**config.mk**
```make
export PLATFORM = sky130hd
export DESIGN_NAME = iira_cell
export DESIGN_NICKNAME = d
export VERILOG_FILES = /design/src/sv/iira_pkg.sv /design/src/sv/iira_cell.sv
export SDC_FILE = /design/constraint.sdc
export NUM_CORES = 1
export LEC_CHECK = 0
export ABC_CLOCK_PERIOD_IN_PS = 3300
export BUFFER_PORTS_ARGS = -buffer_cell sky130_fd_sc_hd__buf_4
export CORE_MARGIN = 1
export CORE_UTILIZATION = 30
export CTS_CLUSTER_SIZE = 40
export DETAILED_ROUTE_END_ITERATION = 6
export PLACE_DENSITY_LB_ADDON = 0.2
export SYNTH_ARGS = -nofsm -noshare
export SYNTH_HDL_FRONTEND = slang
export SYNTH_SLANG_ARGS = --single-unit
export TNS_END_PERCENT = 30
```
**constraint.sdc**
```tcl
create_clock -name i_clk -period 3.3 [get_ports i_clk]
set_input_delay 0.33 -clock i_clk [delete_from_list [all_inputs] [get_ports i_clk]]
set_output_delay 0.33 -clock i_clk [all_outputs]
set_load 0.05 [all_outputs]
```
**src/sv/iira_pkg.sv**
```systemverilog
`default_nettype none

package iira_pkg;

    // Storage geometry.
    localparam int DEPTH  = 64;
    localparam int ELEM_W = 32;
    localparam int IDX_W  = $clog2(DEPTH);
    localparam int CNT_W  = $clog2(DEPTH + 1);

    // Field widths of the command and result words.
    localparam int CMD_W   = 2;
    localparam int POS_W   = 7;
    localparam int VALUE_W = 32;
    localparam int STAT_W  = 2;

    typedef enum logic [CMD_W-1:0] {
        CMD_INSERT = 2'd0,
        CMD_REMOVE = 2'd1,
        CMD_READ   = 2'd2,
        CMD_WRITE  = 2'd3
    } t_cmd;

    typedef enum logic [STAT_W-1:0] {
        ST_OK    = 2'd0,
        ST_RANGE = 2'd1,
        ST_FULL  = 2'd2
    } t_status;

    typedef struct packed {
        logic [CMD_W-1:0]   cmd;
        logic [POS_W-1:0]   position;
        logic [VALUE_W-1:0] value_in;
    } t_in_word;

    typedef struct packed {
        logic [VALUE_W-1:0] value_out;
        logic [CNT_W-1:0]   count_out;
        logic [STAT_W-1:0]  status;
    } t_out_word;

    // Broadcast from the controller to every cell of the row.
    typedef struct packed {
        logic              insert;
        logic              remove;
        logic              write;
        logic [IDX_W-1:0]  pos;
        logic [ELEM_W-1:0] value;
    } t_cell_ctrl;

endpackage

`default_nettype wire

```
**src/sv/iira_cell.sv**
```systemverilog
`default_nettype none

module iira_cell (
    input  wire logic                        i_clk,
    input  wire logic [iira_pkg::IDX_W-1:0]  i_index,
    input  wire iira_pkg::t_cell_ctrl        i_ctrl,
    input  wire logic [iira_pkg::ELEM_W-1:0] i_prev,
    input  wire logic [iira_pkg::ELEM_W-1:0] i_next,
    output logic      [iira_pkg::ELEM_W-1:0] o_data,
    output logic      [iira_pkg::ELEM_W-1:0] o_hit_data
);

    logic [iira_pkg::ELEM_W-1:0] r_data;
    logic [iira_pkg::ELEM_W-1:0] n_data;
    logic                        above;
    logic                        at_pos;

    assign above  = i_index > i_ctrl.pos;
    assign at_pos = i_index == i_ctrl.pos;

    // An insert pulls the lower neighbor in, a remove pulls the upper one.
    always_comb begin
        n_data = r_data;
        if (i_ctrl.insert) begin
            if (above) begin
                n_data = i_prev;
            end else if (at_pos) begin
                n_data = i_ctrl.value;
            end
        end else if (i_ctrl.remove) begin
            if (above || at_pos) begin
                n_data = i_next;
            end
        end else if (i_ctrl.write && at_pos) begin
            n_data = i_ctrl.value;
        end
    end

    always_ff @(posedge i_clk) begin
        r_data <= n_data;
    end

    // The addressed cell offers its old word for the result.
    assign o_data     = r_data;
    assign o_hit_data = at_pos ? r_data : '0;

endmodule

`default_nettype wire

```
**Yosys cells after proc, flatten, opt, wreduce, memory -nomap -nowiden**

Cells that the tools add are included.

- ROM bits: 0
- Register bits after elaboration: 32
- Bits in latches: 0
- Memories kept: 0
- Output and inout port bits: 64
- Logic and storage cells: 16
- Memory bits (writable): 0

- Reduce and logical (&&, ||, !) cells: 4
- $mul: 0
- Equal/unequal tests: 3
- $add $sub $neg: 0
- Shift operators: 0
- $lt $le $gt $ge: 1
- Div/mod/pow operators: 0
- Bitwise operators: 0
- Muxes and demuxes: 7

Operator list:

| cell | number |
|---|---|
| $mux 32 | 7 |
| $eq 6x6->1 | 1 |
| $gt 6x6->1 | 1 |
| $ne 3x1->1 const B | 2 |
| $reduce_and 3->1 | 1 |
| $reduce_bool 3->1 | 1 |
| $logic_and 1x1->1 | 1 |
| $logic_or 1x1->1 | 1 |

**Depth between registers and ports, before layout**

Gate-level depths: netlist of run 1.

- Depth after elaboration: 5
- Mapped depth: 8
- Gate-level depth less buffers: 6

**Worst setup path after synthesis of run 1**

Ideal clock, no wire load.

- Path kind: input-to-reg
- Start: input i_ctrl[37] (netlist name)
- End: register r_data (netlist bit o_data[0]), enable pin
- Required time: 2.860 ns
- Stages: 7
- Arrival: 3.023 ns
- Path buffers: 2
- Setup time: 0.440 ns
- Setup slack: -0.163 ns
- Cells stage by stage: inv_1 > ha_1 > nand2_1 > or2_1 > buf_6 > buf_6 > a41oi_1

- Longest elaborated chain between the ends: 4

Ends and longest elaborated chain:

| element | line | text |
|---|---|---|
| from (decl) | iira_cell.sv:6 | `input wire iira_pkg::t_cell_ctrl i_ctrl,` |
| $gt 6x6->1 / $eq 6x6->1 (equally long branches) | iira_cell.sv:18, iira_cell.sv:19 |  |
| $logic_or 1x1->1 / $logic_and 1x1->1 (equally long branches) | iira_cell.sv:31, iira_cell.sv:34 |  |
| $ne 3x1->1 (no source line) / $reduce_bool 3->1 (equally long branches) | -- |  |
| $reduce_and 3->1 (no source line) (*) | -- |  |
| to (signal assigned) | iira_cell.sv:40 | `r_data <= n_data;` |
| to (decl) | iira_cell.sv:13 | `logic [iira_pkg::ELEM_W-1:0] r_data;` |

Every way passes the cells marked *; elsewhere a longest branch is shown, timed or not.
A chain may end at the register's enable or synchronous reset.

**Final worst setup path of run 1**

- Start: input i_index[5] (netlist name)
- End: output o_hit_data[10] (netlist name)

- Longest elaborated chain between the ends: 2

Ends and longest elaborated chain:

| element | line | text |
|---|---|---|
| from (decl) | iira_cell.sv:5 | `input wire logic [iira_pkg::IDX_W-1:0] i_index,` |
| $eq 6x6->1 | iira_cell.sv:19 | `assign at_pos = i_index == i_ctrl.pos;` |
| $mux 32 | iira_cell.sv:45 | `assign o_hit_data = at_pos ? r_data : '0;` |
| to (decl) | iira_cell.sv:10 | `output logic [iira_pkg::ELEM_W-1:0] o_hit_data` |

Every way passes these cells.

==> flow_summary.yaml, run 1 <==
timing:
  rsz0062_at_grt: "false"
  final_hold_viol_count: 0
  clock.fmax_mhz: 414.8
  slew_headroom_pct: 24.28
  timing.final.crit_period_ns: 2.411
  setup_total_negative_slack_ns: 0
  layout_worst_path_cycle_share_pct: 73.06
  finalWorstSetupSlack_ns: 0.8890
  max_slew.worst_pin.slew_ns: 1.136
  setup_viol_count_final: 0
  final_max_slew_viol_count: 0
drt:
  detail_route.drc_violations: 0
  routedWlPerCell_um: 16.03
  drt_pre_antenna_iters: 4
  viasPerCell: 5.168
  drt-initial-drc-count: 182
  num_vias: 3328
  antenna_violating_nets_post_route: 0
  routed_wl_um: 10330
worst_setup_path:
  crit_path_end_kind: "output pin"
  critPathLaunchType: "input pin"
  worst_ep_arrival_time_ns: 2.08
  type_of_the_worst_setup_path: "in -> out"
  critPathMaxFanout: 54
  crit_required_ns: 2.97
logic_synthesis:
  synth_enable_flop_cells: 32
  synth_ff_type: "edfxtp_1"
  per_instance_average_area_after_synthesis_um2: 8.873
  synth-seq-area-share_pct: 30.16
  synthArstFlopShare_pct: 0
  syn_area_um2: 3186
  synth_top_cell_by_area: "edfxtp_1"
  synthCells: 359
  yosys.cell_types.count: 25
  most_common_cell_in_the_netlist: "nand2b_1"
  yosys.area.top_type_share_pct: 30.16
  syn-num-nets: 477
  ys_ff_latch: 32
  ys.warnings.count: 0
  post_synth_main_area_contributors: "edfxtp_1, nand2b_1, mux2_2"
clock_network:
  numCtsBuffers: 5
  quantity_of_hold_fixing_buffers_added_after_cts: 0
  cts_root_buf: "clkbuf_8"
  clock_tree_from_tritoncts: "built"
  htree_levels: 2
  clk_pin_slew_worst_paths_ns: 0.08
  cts-resized-gates: 0
  cts.path.max_buffers: 2
  cts_sinks: 32
  post-cts-setup-buffer-count: 0
placed_design:
  dp.final_hpwl_um: 7185
  buffer_ports.inserted: 175
  placedCellCount: 636
  pre_cts_slack_ns: 0.8278
  globalplace.congestion: 0.7937
global_route:
  groute.usage.overall_pct: 18.84
  grt_antenna_before_repair: 0
  grt_start_max_net_pins: 63
  first_global_vias: 3299
  grt.overflow.total: 0
  grt_first_pass_wirelength_um: 16750
floorplanning:
  dieHeight_um: 105.0
  die_width_um: 105.0
  floorplan_core_area_um2: 10320
  row_count: 37
  fp.dieArea_um2: 11030
  floorplan.initialDensity_pct: 30.86
  boundaryPins: 176
finish:
  antennaDiodeCount: 0
  nFillCells: 1018
  instances_no_fill: 644
  largest_register_ffs: 32
  design.final.nets: 625
  drive_gt1_share_pct: 45.47
  layout-area-overhead-vs-synth_pct: 46.70
pwr:
  irDropWorstVdd_uv: 209.0
  cellLeakagePower_nw: 1.923
  power.density_nw_per_um2: 371.4
run:
  drv_cap: 0
outcome:
  outcome: "completed"
worst_hold_path:
  timing.hold.worst.class: "in -> reg"
==> placed cells by master (no fill, tap or decap), types with 2 or more instances in the layout <==
cell type  instances
nor4_1            32
o22ai_1           32
nand2b_1          64
nor3_1            32
nand2_1            2
or2_1              2
buf_4            185
inv_1              6
a311oi_1          32
and2_1            32
mux2_2            32
edfxtp_1          32
ha_1               6
clkbuf_8           5
==> through the flow <==
step / utilization, % / instance area (µm²) / power (mW) / hold WS, ns
5_1_grt: 45.27 / 4673 / 1.824 / 0.5646
2_1_floorplan: - / 3193 / 1.077 / 0.7214
4_1_cts: 45.27 / 4673 / 1.753 / 0.5287
6_report: 45.27 / 4673 / 1.736 / 0.5372
3_3_place_gp: 44.19 / 4562 / 1.354 / 0.8169
3_5_place_dp: 44.19 / 4562 / 1.359 / 0.8295
==> layer usage <==
layer	share of wire [%]	wire length [µm]	up-vias	track usage, %
li1	-	-	1675	-
met1	44	4518	1496	25.13
met2	48	4962	153	31.36
met3	7.8	803	4	3.993
met4	0.40	41	0	3.722
met5	0	0	-	0
==> critical path, stage by stage <==
cell     delay, ns
buf_4         0.11
ha_1          0.37
nand4_1       0.24
nor2_4        0.16
buf_4         0.45
and2_1        0.21
buf_4         0.19
==> final timing paths <==
check	startpoint	to	slack, ns	cells after the start
hold / removal	i_prev[11]	o_data[11]	0.54	4
setup / recovery	i_index[5]	o_hit_data[10]	0.89	7
==> layout make-up <==
type | instances | area (µm²) | share of cell area (%)
sequential | 32 | 960.9 | 20.56
tap | 136 | 170.2 | 3.641
clock inverter | 3 | 42.54 | 0.9103
multi-input combinational | 277 | 2019 | 43.21
inverter | 6 | 22.52 | 0.4819
clock buffer | 5 | 68.82 | 1.473
timing repair buffer | 185 | 1389 | 29.72
==> power by group <==
part,switching (mW),internal (mW),leakage [nW]
Sequential,0.0395,0.540,0.309
Combinational,0.476,0.292,1.56
Clock,0.164,0.224,0.0541
==> kinds of logic after synthesis <==
logic type | Yosys count | share of synthesized area (%)
buf+inv | 50 | 8.052
compound gates | 71 | 16.69
flops | 32 | 30.16
mux | 32 | 11.31
fa+ha+maj | 6 | 2.357
simple gates | 168 | 31.42
Power figures use the tool's default switching activity.
==> run 2: changes to the inputs <==
- ABC_CLOCK_PERIOD_IN_PS: 3300 -> 2450
- clock period: 3.3 -> 2.45 ns (I/O delays scaled with it)
==> flow_summary.yaml, run 2 (synthesized netlist as in run 1, its figures left out) <==
floorplanning:
  fp.dieArea_um2: 11030
  row_count: 37
  die_width_um: 105.0
  boundaryPins: 176
  floorplan_core_area_um2: 10320
  dieHeight_um: 105.0
  floorplan.initialDensity_pct: 30.86
finish:
  antennaDiodeCount: 0
  layout_common_cells: "buf_4, nand2b_1"
  layout.cells.most_common: "buf_4"
  post-route-util_pct: 45.42
  drive_gt1_share_pct: 45.70
  largest_register_ffs: 32
  layout-area-overhead-vs-synth_pct: 47.21
  nFillCells: 1011
  design.final.nets: 630
timing:
  setup_total_negative_slack_ns: 0
  final_max_slew_viol_count: 0
  slew_headroom_pct: 49.55
  clock.fmax_mhz: 494.5
  layout_worst_path_cycle_share_pct: 82.53
  setup_viol_count_final: 0
  final_hold_viol_count: 0
  max_slew.worst_pin.slew_ns: 0.7567
  rsz0062_at_grt: "false"
  timing.final.crit_period_ns: 2.022
run:
  drv_cap: 0
worst_setup_path:
  critPathLaunchType: "input pin"
  crit_path_end_kind: "output pin"
  type_of_the_worst_setup_path: "in -> out"
  cp_slowest_cell: "buf_4"
  critPathMaxFanout: 33
  cells_along_the_critical_path: "buf_4 > ha_1 > nand4_1 > nor2_4 > buf_4 > and2_1 > buf_4"
  cpMostUsedCell: "buf_4"
  worst_ep_arrival_time_ns: 1.78
  cpPeakStageDelay_ns: 0.32
  crit_required_ns: 2.20
global_route:
  grt_first_pass_wirelength_um: 16690
  grt_antenna_before_repair: 0
  grt_start_max_net_pins: 65
  first_global_vias: 3323
  groute.usage.overall_pct: 18.83
  grt.overflow.total: 0
clock_network:
  quantity_of_hold_fixing_buffers_added_after_cts: 0
  post-cts-setup-buffer-count: 0
  clock_tree_from_tritoncts: "built"
  numCtsBuffers: 5
  cts_root_buf: "clkbuf_8"
  clk_pin_slew_worst_paths_ns: 0.07
  htree_levels: 2
  cts_sinks: 32
  cts-resized-gates: 0
  cts.path.max_buffers: 2
drt:
  antenna_violating_nets_post_route: 0
  routedWlPerCell_um: 16.12
  routed_wl_um: 10440
  drt_pre_antenna_iters: 5
  viasPerCell: 5.248
  drt-initial-drc-count: 161
  detail_route.drc_violations: 0
  num_vias: 3401
placed_design:
  dp.final_hpwl_um: 7330
  globalplace.congestion: 0.7617
  buffer_ports.inserted: 175
worst_hold_path:
  hold_startpoint: "i_prev[26]"
  worst_hold_path.num_cells: 4
  timing.hold.worst.class: "in -> reg"
  holdPathEnd: "o_data[26]"
pwr:
  cellLeakagePower_nw: 1.938
  power.density_nw_per_um2: 473.7
  irDropWorstVdd_uv: 191.5
outcome:
  outcome: "completed"
==> run 2: cell count changes in the layout (fill, tap and decap cells not counted), sizes merged <==
cell,previous run,this run
clkbuf,5,6
bufinv,1,0
clkinvlp,1,0
buf,185,190
==> run 2: cell type report <==
cell class,instances,area (µm²),area share (%)
clock buffers,6,72.57,1.547
clock inverters,1,5.005,0.1067
inverters,6,22.52,0.4803
multi-input cells,277,2019,43.06
flip-flops and latches,32,960.9,20.49
well taps,136,170.2,3.629
repair buffers,190,1439,30.68
==> run 2: worst max path at each step <==
stage	slack, ns	startpoint	endpoint
finish	0.43	i_index[5]	o_hit_data[16]
global route	0.25	i_index[5]	o_data[7]
CTS	0.42	i_index[5]	o_hit_data[16]
detailed placement	0.18	i_index[5]	o_data[10]
global placement	0.26	i_index[5]	o_data[4]
floorplan	0.11	i_ctrl[37]	o_data[0]
==> run 2: through the flow <==
stage | cells | setup WS [ns] | cell area (µm²) | power (mW) | hold WS (ns)
floorplan | 359 | 0.1078 | 3204 | 1.452 | 0.6364
global placement | 641 | 0.2558 | 4612 | 1.833 | 0.7306
detailed placement | 641 | 0.1850 | 4612 | 1.842 | 0.7478
CTS | 648 | 0.4172 | 4690 | 2.242 | 0.4497
global route | 648 | 0.2547 | 4690 | 2.335 | 0.4743
finish | 648 | 0.4279 | 4690 | 2.222 | 0.4578
==> run 2: power breakdown <==
group / internal, mW / switching, mW / total, mW
clock: 0.193 / 0.200 / 0.394
sequential: 0.728 / 0.0536 / 0.782
combinational: 0.403 / 0.643 / 1.05
==> run 2: metal layers <==
layer	track usage, %	share of wire, %	vias to the layer above
met5	0	0	-
met4	6.237	1.6	0
met2	32.31	48	163
met3	3.681	6.5	12
met1	23.56	44	1539
li1	-	-	1687
==> run 2: critical path: cells and delay by family <==
family,cells,cell delay (ns)
buffers and inverters,3,0.62
AND/OR/NAND/NOR,3,0.60
adder cells (fa/ha/maj),1,0.30
